**config.mk**
```make
export PLATFORM = sky130hd
export DESIGN_NAME = hitag2_stream_cipher
export DESIGN_NICKNAME = d
export VERILOG_FILES = /design/src/design/ht2_pkg.sv /design/src/design/ht2_datapath.sv /design/src/design/ht2_ctrl.sv /design/src/design/hitag2_stream_cipher.sv
export SDC_FILE = /design/constraint.sdc
export NUM_CORES = 1
export LEC_CHECK = 0
export BUFFER_PORTS_ARGS = -buffer_cell sky130_fd_sc_hd__buf_2
export CORE_UTILIZATION = 60
export CTS_CLUSTER_DIAMETER = 40
export CTS_CLUSTER_SIZE = 20
export DETAILED_ROUTE_END_ITERATION = 7
export PLACE_DENSITY = 0.92
export REMOVE_ABC_BUFFERS = 1
export SLEW_MARGIN = 20
export SYNTH_ARGS = -nofsm -noshare
export SYNTH_HDL_FRONTEND = slang
export SYNTH_SLANG_ARGS = --single-unit
```
**constraint.sdc**
```tcl
create_clock -name clk -period 3.7 [get_ports clk]
set_input_delay 0.37 -clock clk [delete_from_list [all_inputs] [get_ports clk]]
set_output_delay 0.37 -clock clk [all_outputs]
set_load 0.01 [all_outputs]
```
**src/design/ht2_pkg.sv**
```systemverilog
// Shared types, constants and filter functions of the Hitag2 stream cipher.
package ht2_pkg;

    // Widths of the cipher state and fields.
    localparam int unsigned LFSR_W   = 48;
    localparam int unsigned KEY_LO_W = 16;
    localparam int unsigned SER_W    = 32;
    localparam int unsigned IV_W     = 32;
    localparam int unsigned BYTE_W   = 8;
    localparam int unsigned CNT_W    = 4;

    // Full byte of keystream bits.
    localparam logic [CNT_W-1:0] BITS_PER_BYTE = 4'd8;

    // Init runs one shift step per IV bit.
    localparam logic [4:0] INIT_LAST_STEP = 5'd31;

    // Authenticate emits four bytes.
    localparam logic [1:0] AUTH_LAST_BYTE = 2'd3;

    // Nonlinear filter tables.
    localparam logic [15:0] TAB_A = 16'h2C79;
    localparam logic [15:0] TAB_B = 16'h6671;
    localparam logic [31:0] TAB_C = 32'h7907287B;

    // Feedback taps: bits 0,2,3,6,7,8,16,22,23,26,30,41,42,43,46,47.
    localparam logic [LFSR_W-1:0] FB_MASK = 48'hCE00_44C1_01CD;

    // Configuration register indexes.
    localparam logic REG_KEY    = 1'b0;
    localparam logic REG_SERIAL = 1'b1;

    // Operation codes of an input item.
    typedef enum logic [1:0] {
        OP_INIT   = 2'd0,
        OP_AUTH   = 2'd1,
        OP_XCRYPT = 2'd2,
        OP_NONE   = 2'd3
    } op_t;

    // Controller states.
    typedef enum logic [1:0] {
        ST_IDLE,
        ST_INIT,
        ST_ROUND,
        ST_EMIT
    } state_t;

    // Selection of the emitted byte.
    typedef enum logic [1:0] {
        OUT_ZERO,
        OUT_INV,
        OUT_PLAIN
    } out_sel_t;

    // Commands from the controller to the datapath.
    typedef struct packed {
        logic     load_init;
        logic     load_data;
        logic     clear_work;
        logic     init_step;
        logic     round_step;
        logic [2:0] bit_idx;
        logic     emit;
        out_sel_t out_sel;
        logic     last;
    } cmd_t;

    // Status from the datapath to the controller.
    typedef struct packed {
        logic out_free;
    } status_t;

    // Nonlinear 20-input filter on a state word.
    function automatic logic filter20(input logic [LFSR_W-1:0] s);
        logic [4:0] sel;
        sel[0] = TAB_A[{s[5],  s[4],  s[2],  s[1]}];
        sel[1] = TAB_B[{s[14], s[13], s[11], s[7]}];
        sel[2] = TAB_B[{s[25], s[22], s[20], s[16]}];
        sel[3] = TAB_B[{s[32], s[30], s[28], s[27]}];
        sel[4] = TAB_A[{s[45], s[43], s[42], s[33]}];
        return TAB_C[sel];
    endfunction

    // Linear feedback bit of a state word.
    function automatic logic feedback(input logic [LFSR_W-1:0] s);
        return ^(s & FB_MASK);
    endfunction

endpackage

```
**src/design/ht2_datapath.sv**
```systemverilog
// Datapath of the Hitag2 cipher: key registers, LFSR, work byte and output register.
module ht2_datapath (
    input  logic                           clk,
    input  logic                           rst_n,
    input  logic                           cfg_we,
    input  logic                           cfg_index,
    input  logic [ht2_pkg::LFSR_W-1:0]     cfg_data,
    input  logic [ht2_pkg::IV_W-1:0]       iv,
    input  logic [ht2_pkg::BYTE_W-1:0]     data_in,
    input  ht2_pkg::cmd_t                  cmd,
    output ht2_pkg::status_t               status,
    output logic                           out_valid,
    input  logic                           out_stall,
    output logic [ht2_pkg::BYTE_W-1:0]     data_out,
    output logic                           last
);

    logic [ht2_pkg::LFSR_W-1:0] key_reg;
    logic [ht2_pkg::SER_W-1:0]  serial_reg;
    logic [ht2_pkg::LFSR_W-1:0] lfsr_reg;
    logic [ht2_pkg::LFSR_W-1:0] lfsr_next;
    logic [ht2_pkg::IV_W-1:0]   ivk_reg;
    logic [ht2_pkg::IV_W-1:0]   ivk_next;
    logic [ht2_pkg::BYTE_W-1:0] work_reg;
    logic [ht2_pkg::BYTE_W-1:0] work_next;
    logic [ht2_pkg::BYTE_W-1:0] data_out_reg;
    logic [ht2_pkg::BYTE_W-1:0] data_out_next;
    logic                       last_reg;
    logic                       out_valid_reg;
    logic [ht2_pkg::LFSR_W-1:0] init_shift;
    logic [ht2_pkg::LFSR_W-1:0] round_state;
    logic                       keystream_bit;
    logic [2:0]                 bit_pos;

    // Configuration registers.
    always_ff @(posedge clk or negedge rst_n)
    begin
        if (!rst_n)
        begin
            key_reg    <= '0;
            serial_reg <= '0;
        end
        else if (cfg_we)
        begin
            unique case (cfg_index)
                ht2_pkg::REG_KEY:    key_reg    <= cfg_data;
                ht2_pkg::REG_SERIAL: serial_reg <= cfg_data[ht2_pkg::SER_W-1:0];
                default:             key_reg    <= key_reg;
            endcase
        end
    end

    // One init step and one keystream round, both computed from the current state.
    always_comb
    begin
        init_shift    = {1'b0, lfsr_reg[ht2_pkg::LFSR_W-1:1]};
        round_state   = {ht2_pkg::feedback(lfsr_reg), lfsr_reg[ht2_pkg::LFSR_W-1:1]};
        keystream_bit = ht2_pkg::filter20(round_state);
        bit_pos       = 3'd7 - cmd.bit_idx;
    end

    // Next values of the LFSR, the IV/key shift register and the work byte.
    always_comb
    begin
        lfsr_next = lfsr_reg;
        ivk_next  = ivk_reg;
        work_next = work_reg;
        if (cmd.load_init)
        begin
            lfsr_next = {key_reg[ht2_pkg::KEY_LO_W-1:0], serial_reg};
            ivk_next  = iv ^ key_reg[ht2_pkg::LFSR_W-1:ht2_pkg::KEY_LO_W];
        end
        else if (cmd.init_step)
        begin
            lfsr_next = {ht2_pkg::filter20(init_shift) ^ ivk_reg[0],
                         init_shift[ht2_pkg::LFSR_W-2:0]};
            ivk_next  = {1'b0, ivk_reg[ht2_pkg::IV_W-1:1]};
        end
        else if (cmd.round_step)
        begin
            lfsr_next          = round_state;
            work_next[bit_pos] = work_reg[bit_pos] ^ keystream_bit;
        end
        if (cmd.load_data)
        begin
            work_next = data_in;
        end
        else if (cmd.clear_work)
        begin
            work_next = '0;
        end
    end

    // Cipher state registers.
    always_ff @(posedge clk or negedge rst_n)
    begin
        if (!rst_n)
        begin
            lfsr_reg <= '0;
        end
        else
        begin
            lfsr_reg <= lfsr_next;
        end
    end

    // Payload registers of the datapath.
    always_ff @(posedge clk)
    begin
        ivk_reg  <= ivk_next;
        work_reg <= work_next;
    end

    // Byte chosen for the result.
    always_comb
    begin
        unique case (cmd.out_sel)
            ht2_pkg::OUT_INV:   data_out_next = ~work_reg;
            ht2_pkg::OUT_PLAIN: data_out_next = work_reg;
            default:            data_out_next = '0;
        endcase
    end

    // Output register: holds a result until its transfer completes.
    always_ff @(posedge clk or negedge rst_n)
    begin
        if (!rst_n)
        begin
            out_valid_reg <= 1'b0;
        end
        else if (cmd.emit)
        begin
            out_valid_reg <= 1'b1;
        end
        else if (!out_stall)
        begin
            out_valid_reg <= 1'b0;
        end
    end

    always_ff @(posedge clk)
    begin
        if (cmd.emit)
        begin
            data_out_reg <= data_out_next;
            last_reg     <= cmd.last;
        end
    end

    assign status.out_free = !out_valid_reg || !out_stall;
    assign out_valid       = out_valid_reg;
    assign data_out        = data_out_reg;
    assign last            = last_reg;

endmodule

```
**src/design/ht2_ctrl.sv**
```systemverilog
// Controller state machine of the Hitag2 cipher: sequences init, rounds and results.
module ht2_ctrl (
    input  logic                        clk,
    input  logic                        rst_n,
    input  logic                        in_valid,
    output logic                        in_stall,
    input  logic [1:0]                  operation,
    input  logic [ht2_pkg::CNT_W-1:0]   bit_count,
    input  ht2_pkg::status_t            status,
    output ht2_pkg::cmd_t               cmd
);

    ht2_pkg::state_t             state_reg;
    ht2_pkg::state_t             state_next;
    ht2_pkg::op_t                op_reg;
    ht2_pkg::op_t                op_next;
    logic [4:0]                  step_reg;
    logic [4:0]                  step_next;
    logic [ht2_pkg::CNT_W-1:0]   bits_reg;
    logic [ht2_pkg::CNT_W-1:0]   bits_next;
    logic [1:0]                  byte_reg;
    logic [1:0]                  byte_next;
    logic [ht2_pkg::CNT_W-1:0]   count_clamped;
    logic                        accept;
    ht2_pkg::op_t                in_op;

    // State and counter registers.
    always_ff @(posedge clk or negedge rst_n)
    begin
        if (!rst_n)
        begin
            state_reg <= ht2_pkg::ST_IDLE;
            op_reg    <= ht2_pkg::OP_NONE;
            step_reg  <= '0;
            bits_reg  <= '0;
            byte_reg  <= '0;
        end
        else
        begin
            state_reg <= state_next;
            op_reg    <= op_next;
            step_reg  <= step_next;
            bits_reg  <= bits_next;
            byte_reg  <= byte_next;
        end
    end

    // Next state and commands.
    always_comb
    begin
        in_op         = ht2_pkg::op_t'(operation);
        count_clamped = (bit_count > ht2_pkg::BITS_PER_BYTE) ? ht2_pkg::BITS_PER_BYTE
                                                             : bit_count;
        in_stall      = (state_reg != ht2_pkg::ST_IDLE);
        accept        = in_valid && !in_stall;

        state_next = state_reg;
        op_next    = op_reg;
        step_next  = step_reg;
        bits_next  = bits_reg;
        byte_next  = byte_reg;

        cmd            = '0;
        cmd.bit_idx    = step_reg[2:0];
        cmd.out_sel    = ht2_pkg::OUT_ZERO;

        unique case (state_reg)
            ht2_pkg::ST_IDLE:
            begin
                if (accept)
                begin
                    op_next   = in_op;
                    step_next = '0;
                    byte_next = '0;
                    unique case (in_op)
                        ht2_pkg::OP_INIT:
                        begin
                            cmd.load_init = 1'b1;
                            state_next    = ht2_pkg::ST_INIT;
                        end
                        ht2_pkg::OP_AUTH:
                        begin
                            cmd.clear_work = 1'b1;
                            bits_next      = ht2_pkg::BITS_PER_BYTE;
                            state_next     = ht2_pkg::ST_ROUND;
                        end
                        ht2_pkg::OP_XCRYPT:
                        begin
                            cmd.load_data = 1'b1;
                            bits_next     = count_clamped;
                            state_next    = (count_clamped == '0) ? ht2_pkg::ST_EMIT
                                                                  : ht2_pkg::ST_ROUND;
                        end
                        default:
                        begin
                            state_next = ht2_pkg::ST_IDLE;
                        end
                    endcase
                end
            end

            ht2_pkg::ST_INIT:
            begin
                cmd.init_step = 1'b1;
                step_next     = step_reg + 5'd1;
                if (step_reg == ht2_pkg::INIT_LAST_STEP)
                begin
                    state_next = ht2_pkg::ST_EMIT;
                end
            end

            ht2_pkg::ST_ROUND:
            begin
                cmd.round_step = 1'b1;
                step_next      = step_reg + 5'd1;
                if ((step_reg[ht2_pkg::CNT_W-1:0] + 4'd1) == bits_reg)
                begin
                    state_next = ht2_pkg::ST_EMIT;
                end
            end

            ht2_pkg::ST_EMIT:
            begin
                unique case (op_reg)
                    ht2_pkg::OP_AUTH:   cmd.out_sel = ht2_pkg::OUT_INV;
                    ht2_pkg::OP_XCRYPT: cmd.out_sel = ht2_pkg::OUT_PLAIN;
                    default:            cmd.out_sel = ht2_pkg::OUT_ZERO;
                endcase
                cmd.last = !(op_reg == ht2_pkg::OP_AUTH && byte_reg != ht2_pkg::AUTH_LAST_BYTE);
                if (status.out_free)
                begin
                    cmd.emit = 1'b1;
                    if (!cmd.last)
                    begin
                        // Next authenticator byte starts from a cleared byte.
                        cmd.clear_work = 1'b1;
                        byte_next      = byte_reg + 2'd1;
                        step_next      = '0;
                        state_next     = ht2_pkg::ST_ROUND;
                    end
                    else
                    begin
                        state_next = ht2_pkg::ST_IDLE;
                    end
                end
            end

            default:
            begin
                state_next = ht2_pkg::ST_IDLE;
            end
        endcase
    end

endmodule

```
**src/design/hitag2_stream_cipher.sv**
```systemverilog
// Top level of the Hitag2 stream cipher: controller and datapath.
//
// The block runs one LFSR round per clock and works on one item at a time;
// in_stall is high from the transfer of an item until its last result is in
// the output register. Init runs one shift step per IV bit and then loads its
// result. Transcrypt runs one round per applied bit, 0 to 8 bits (a larger
// bit_count is clamped to 8), then loads its result. Authenticate produces
// four bytes of eight keystream bits. Each result needs the output register
// free, so a stalled output holds the block back.
// Operation code 3 is taken and dropped without a result or a state change.
// key_value (index 0) and serial_number (index 1) are read only by init; the user
// must write them only while the block is idle, which the block does not enforce.
module hitag2_stream_cipher (
    input  logic                           clk,
    input  logic                           rst_n,
    input  logic                           cfg_we,
    input  logic                           cfg_index,
    input  logic [ht2_pkg::LFSR_W-1:0]     cfg_data,
    input  logic                           in_valid,
    output logic                           in_stall,
    input  logic [1:0]                     operation,
    input  logic [ht2_pkg::IV_W-1:0]       iv,
    input  logic [ht2_pkg::BYTE_W-1:0]     data_in,
    input  logic [ht2_pkg::CNT_W-1:0]      bit_count,
    output logic                           out_valid,
    input  logic                           out_stall,
    output logic [ht2_pkg::BYTE_W-1:0]     data_out,
    output logic                           last
);

    ht2_pkg::cmd_t    cmd;
    ht2_pkg::status_t status;

    // Sequencing of init, rounds and result transfers.
    ht2_ctrl u_ctrl (
        .clk       (clk),
        .rst_n     (rst_n),
        .in_valid  (in_valid),
        .in_stall  (in_stall),
        .operation (operation),
        .bit_count (bit_count),
        .status    (status),
        .cmd       (cmd)
    );

    // Key registers, LFSR and output register.
    ht2_datapath u_datapath (
        .clk       (clk),
        .rst_n     (rst_n),
        .cfg_we    (cfg_we),
        .cfg_index (cfg_index),
        .cfg_data  (cfg_data),
        .iv        (iv),
        .data_in   (data_in),
        .cmd       (cmd),
        .status    (status),
        .out_valid (out_valid),
        .out_stall (out_stall),
        .data_out  (data_out),
        .last      (last)
    );

endmodule

```
==> After elaboration in Yosys (flattened, before gate mapping) <==
Memories as Yosys holds them, arrays and structs flattened.
Index checks and enable logic that the tools add are counted.
{ "totals": {"word_cells": 139, "romBits": 112, "out_inout_bits": 11, "n_memories": 6, "register_bits": 193, "inputBits": 100} }
{ "mem_list": {"columns": ["name", "words", "width", "read_ports", "rd_clocked_by_memory_dff", "wr", "line", "text"], "rows": [
  ["(name not given)", 32, 1, 1, 0, 0, "ht2_pkg.sv:82", "return TAB_C[sel];"],
  ["(name not given)", 16, 1, 1, 0, 0, "ht2_pkg.sv:80", "sel[3] = TAB_B[{s[32], s[30], s[28], s[27]}];"],
  ["(name not given)", 16, 1, 1, 0, 0, "ht2_pkg.sv:81", "sel[4] = TAB_A[{s[45], s[43], s[42], s[33]}];"],
  ["(name not given)", 16, 1, 1, 0, 0, "ht2_pkg.sv:77", "sel[0] = TAB_A[{s[5], s[4], s[2], s[1]}];"],
  ["(name not given)", 16, 1, 1, 0, 0, "ht2_pkg.sv:78", "sel[1] = TAB_B[{s[14], s[13], s[11], s[7]}];"],
  ["(name not given)", 16, 1, 1, 0, 0, "ht2_pkg.sv:79", "sel[2] = TAB_B[{s[25], s[22], s[20], s[16]}];"]
]} }
{ "classes": {"n_reduce_logical": 27, "addsub": 4, "muxes": 55, "magnitude_cmp": 9, "n_bitwise": 5, "eq_ne": 20} }
{ "op_table": {"columns": ["operator", "count"], "rows": [
  ["48-bit two-way mux", 3],
  ["32-bit two-way mux", 2],
  ["48-bit XOR reduction", 1],
  ["8-bit two-way mux", 5],
  ["32-bit XOR", 1],
  ["4-bit by 5-bit < comparator with 1-bit output (second input constant)", 5],
  ["1-bit two-way mux", 19],
  ["2-bit two-way mux", 9],
  ["8-bit case mux with 2 select lines", 1],
  ["5-bit two-way mux", 3],
  ["5-bit case mux with 3 select lines", 1],
  ["2-bit == test (second input constant)", 5],
  ["2-bit by 1-bit inequality test with 1-bit output (second input constant)", 5],
  ["3-bit AND reduction", 3],
  ["8-bit bitwise mux", 1],
  ["2-bit by 1-bit == test with 1-bit output (second input constant)", 4],
  ["4-bit two-way mux", 2],
  ["8-bit NOT", 1],
  ["2-bit case mux with 2 select lines", 2],
  ["2-bit case mux with 4 select lines", 1],
  ["4-bit case mux with 2 select lines", 1],
  ["4-bit AND reduction", 2],
  ["2-bit nonzero test", 4],
  ["5-bit by 6-bit < comparator with 1-bit output (second input constant)", 1],
  ["27 further kinds", 38]
]} }

==> Longest topological paths before layout <==
{ "depth": {"depth_word": 11, "depth_mapped": 10, "mapped_depth_nobuf": 10} }

==> Cells and area by module <==
A second synthesis with hierarchy kept.
{ "unflattened": {"cells_unflattened": 792, "hier_area_um2": 9281.4} }
{ "modules_own_cells": {"columns": ["module", "seq_area_each_um2", "cells_each", "n_inst", "area_per_inst_um2"], "rows": [
  ["ht2_datapath", 4699.5, 678, 1, 8240.4],
  ["ht2_ctrl", 377.9, 114, 1, 1041.0]
]} }

==> Worst setup path before layout <==
No wires, ideal clock.
{ "synth_timing": {"path_type": "register -> register", "startpoint": "register u_datapath.lfsr_reg[3] in the netlist's numbering", "endpoint": "register u_datapath.work_reg[7] in the netlist's numbering (data pin)", "path_slack_ns": 1.178, "stages_incl_launch_ff": 9, "arrival_ns": 2.265, "t_required_ns": 3.443, "setup_time_ns": 0.257, "n_path_buf": 0, "synth_period_minus_slack_ns": 2.522, "path_cell_list": "dfrtp_1 inv_1 ha_1 mux4_2 ha_1 o22ai_1 a22oi_2 xor2_2 a32o_1"} }
{ "synth_between": {"elab_chain_len": 11} }
{ "synth_lines": {"columns": ["element", "line", "text"], "rows": [
  ["from (decl)", "ht2_datapath.sv:20", "logic [ht2_pkg::LFSR_W-1:0] lfsr_reg;"],
  ["from (signal assigned)", "ht2_datapath.sv:103", "lfsr_reg <= lfsr_next;"],
  ["memory 16 x 1 bit", null, null],
  ["1-bit two-way mux", null, null],
  ["memory 32 x 1 bit", null, null],
  ["1-bit two-way mux (not written as such)", "ht2_pkg.sv:82", null],
  ["1-bit XOR", "ht2_datapath.sv:82", "work_next[bit_pos] = work_reg[bit_pos] ^ keystream_bit;"],
  ["8-bit bitwise mux", "ht2_datapath.sv:82", null],
  ["8-bit two-way mux", "ht2_datapath.sv:79", "else if (cmd.round_step)"],
  ["8-bit two-way mux", "ht2_datapath.sv:73", "else if (cmd.init_step)"],
  ["8-bit two-way mux", "ht2_datapath.sv:68", "if (cmd.load_init)"],
  ["8-bit two-way mux", "ht2_datapath.sv:88", "else if (cmd.clear_work)"],
  ["8-bit two-way mux", "ht2_datapath.sv:84", "if (cmd.load_data)"],
  ["net u_datapath.work_next, one bit", "ht2_datapath.sv:25", "logic [ht2_pkg::BYTE_W-1:0] work_next;"],
  ["to (signal assigned)", "ht2_datapath.sv:111", "work_reg <= work_next;"],
  ["to (decl)", "ht2_datapath.sv:24", "logic [ht2_pkg::BYTE_W-1:0] work_reg;"]
]} }
The timed path passes the listed nets, and every way through them passes these cells. The select of a mux whose other input is x is not followed.
A chain may end at the register's enable or synchronous reset.

==> Worst setup path after layout <==
Same ends and word-level chain as after synthesis.

==> metrics.md <==
| Metric | Value |
|---|---|
| Outcome | complete, but fails checks |
| Failing checks | hold timing |
| Slew margin rel. | 0.413 |
| Layout Area Growth over Synthesis | 13.7% |
| Max-cap violations | 0 |
| Vias in the first global route | 6498 |
| WS Path Type | flop to flop |
| CTS resizes | 0 |
| Gate Count Post-Synth | 792 |
| Die area | 0.0160 sq mm |
| Core Area | 0.0151 sq mm |
| Startpoint types | flop |
| CTS Buf Count | 17 |
| Final nets | 1014 |
| Initial antenna violation count | 1 |
| Detailed-route DRC error count | 0 |
| CP Data Required Time | 3.90 ns |
| 1st-iter DRT viols | 417 |
| Leakage Power | 4.64 nW |
| Avg Inst Size Synth | 11.7 sq um |
| Most frequent cells in the layout | dfrtp_1, buf_2, mux2_2 |
| Synth unique cells | 50 |
| Synth warn | 0 |
| Setup violations, final | 0 |
| PwrDens | 777 mW/mm^2 |
| Die Width | 127 microns |
| GRT Util Overall | 0.252 |
| Setup crit start | u_datapath.lfsr_reg[3] |
| EDFF count, synth | 49 |
| Endpoint class of the critical path | flop |
| Worst Max-Slew Pin Slew | 0.881 ns |
| CTS H-Tree Depth | 4 |
| Met1 global-route usage | 0.310 |
| F_max | 366 MHz |
| Initial DRT Pass Iterations | 4 |
| CTS max path bufs | 2 |
| Largest net degree at the start of global routing | 103 |
| Post-synthesis async set-or-reset flop share | 0.746 |
| Seq/Total Area, Yosys | 0.546 |
| Post-CTS setup buffers | 0 |
| I/O Buffers | 110 |
| Crit path time final | 2.73 ns |
| Worst r2r src | u_datapath.lfsr_reg[3] |
| Hold slack | -0.00101 ns |
| Share of post-route cells with drive strength above 1 | 0.277 |
| DP HPWL | 12400 microns |
| RSZ-0062 raised after global routing | false |
| CP Max Fanout | 8 |
| Vias per std cell | 5.80 |
| Top FF cell, synth | dfrtp_1 |
| WP data arrival | 2.93 ns |
| GR Util met3 | 0.0464 |
| GR Util met2 | 0.440 |
| Min-Delay Path Class | primary input to async pin |
| GRT overflow | 0 |
| Most frequent CP cell | ha_1 |
| CP peak stage delay | 0.52 ns |
| Tcrit/Tclk final | 0.739 |
| Clk root buf | clkbuf_16 |
| Register bit total from synthesis | 193 |
| Peak VDD IR | 0.462 mV |
| CTS tree | done |
| First-pass GRT wire length | 31400 microns |
| CTS clk-pin slew, worst paths | 0.07 ns |
| Cell area after synthesis | 0.00930 sq mm |
| Drt wl/cell | 17.1 microns |
| Commonest non-fill, non-tap cell in the layout | dfrtp_1 |
| Slew Viols, Final | 0 |
| CP Cell Sequence | inv_1, ha_1, mux4_2, ha_1, nand2_1, o211ai_1, a22oi_2, xor2_2, a32o_1 |
| # IOs | 111 |
| Via count | 6305 |
| Final instance area | 0.0106 sq mm |
| CTS sink count | 193 |
| Post-CTS Hold Buffers | 0 |
| Clk_lat worst skew | 0.44 ns |
| Initial core utilization | 0.614 |
| Layer with the highest usage | met2 |
| Core Rows | 45 |
| Final WL | 18600 microns |
| Final ANT Viol Nets | 0 |
| Fin Clk Skew | 0.0102 ns |
| Gpl congestion | 0.829 |
| Die height | 127 microns |
| Final Hold Fails | 1 |
| Slowest CP cell | mux4_2 |
| Placed inst area | 0.00999 sq mm |
[power by group]
group | total [W] | switching, W | internal [W]
Sequential | 0.00334 | 0.000473 | 0.00287
Clock | 0.00181 | 0.000828 | 0.000986
Combinational | 0.00306 | 0.00163 | 0.00144
[worst max-delay path: cells and delay by family, from the launching register on]
kind,cells,cell delay (ns)
mux,1,0.52
simple gates,1,0.05
compound gates,3,0.74
buf+inv,1,0.07
xor+xnor,1,0.20
flops,1,0.41
fa+ha+maj,2,0.51
[cell type report]
class,instances,area (sq um)
multi-input combinational,540,3990
inverter,18,67.6
clock inverter,12,124
sequential,193,5080
antenna,1,2.50
clock buffer,20,458
tap,188,235
timing repair buffer,116,614
fill,987,4570
[layer usage]
metal	vias up	part of all wire
li1	2949	-
met5	-	0
met1	3131	0.42
met2	191	0.51
met3	34	0.045
met4	0	0.021
[synthesized netlist by cell type (2+ instances only)]
master	instances	area (sq um)
a21o_1	2	15.0
a32o_1	2	20.0
o21ai_0	48	240
nand3b_1	5	37.5
dfrtp_1	142	3550
nor3b_1	3	22.5
nand2b_1	7	43.8
inv_1	18	67.6
mux4_2	2	45.0
buf_1	14	52.6
and3_1	2	12.5
nand2_1	68	255
edfxtp_1	49	1470
o211ai_1	3	22.5
mux2_2	80	901
xnor2_1	48	420
buf_6	2	22.5
a22o_2	6	60.1
xor2_1	5	43.8
nor3_1	11	55.1
ha_1	28	350
clkbuf_1	23	86.3
a21oi_1	55	275
dfstp_2	2	52.6
and2_1	2	12.5
nand3_1	10	50.1
mux2i_1	59	591
nor2b_1	7	43.8
nor2_1	67	251
and2b_1	2	15.0
[metrics by stage]
step / std cells / setup WS (ns) / util / power [W] / TNS [ns]
floorplan: 751 / -2.11 / - / 0.00567 / -112.25
global placement: 1055 / 1.04 / 0.659 / 0.00617 / 0
detailed placement: 1055 / 0.974 / 0.659 / 0.00639 / 0
CTS: 1087 / 0.963 / 0.698 / 0.00824 / 0
global route: 1087 / 0.854 / 0.698 / 0.00873 / 0
finish: 1088 / 0.965 / 0.698 / 0.00822 / 0
[logic make-up (layout without fill, tap and decap cells)]
family	after synthesis	count (layout)	share of synthesized area
xor gates and xnor gates	54	54	0.0517
and+or+nand+nor	189	189	0.0903
buffers and inverters	59	166	0.0274
other	0	1	0
AOI/OAI and AO/OA	128	128	0.0819
DFF	193	193	0.546
muxes	141	141	0.165
adders and majority gates	28	28	0.0377
[worst paths after layout]
check,end,slack [ns],cells after the start
setup / recovery,u_datapath.work_reg[7],0.97,9
hold / removal,u_datapath.key_reg[2],-0.001,1
setup reg to reg,u_datapath.work_reg[7],0.97,9
hold reg to reg,u_ctrl.step_reg[4],0.50,2
max in group asynchronous,u_datapath.key_reg[15],2.79,2
min in group clk,u_datapath.key_reg[39],0.16,2
(Power assumes the default switching activity.)
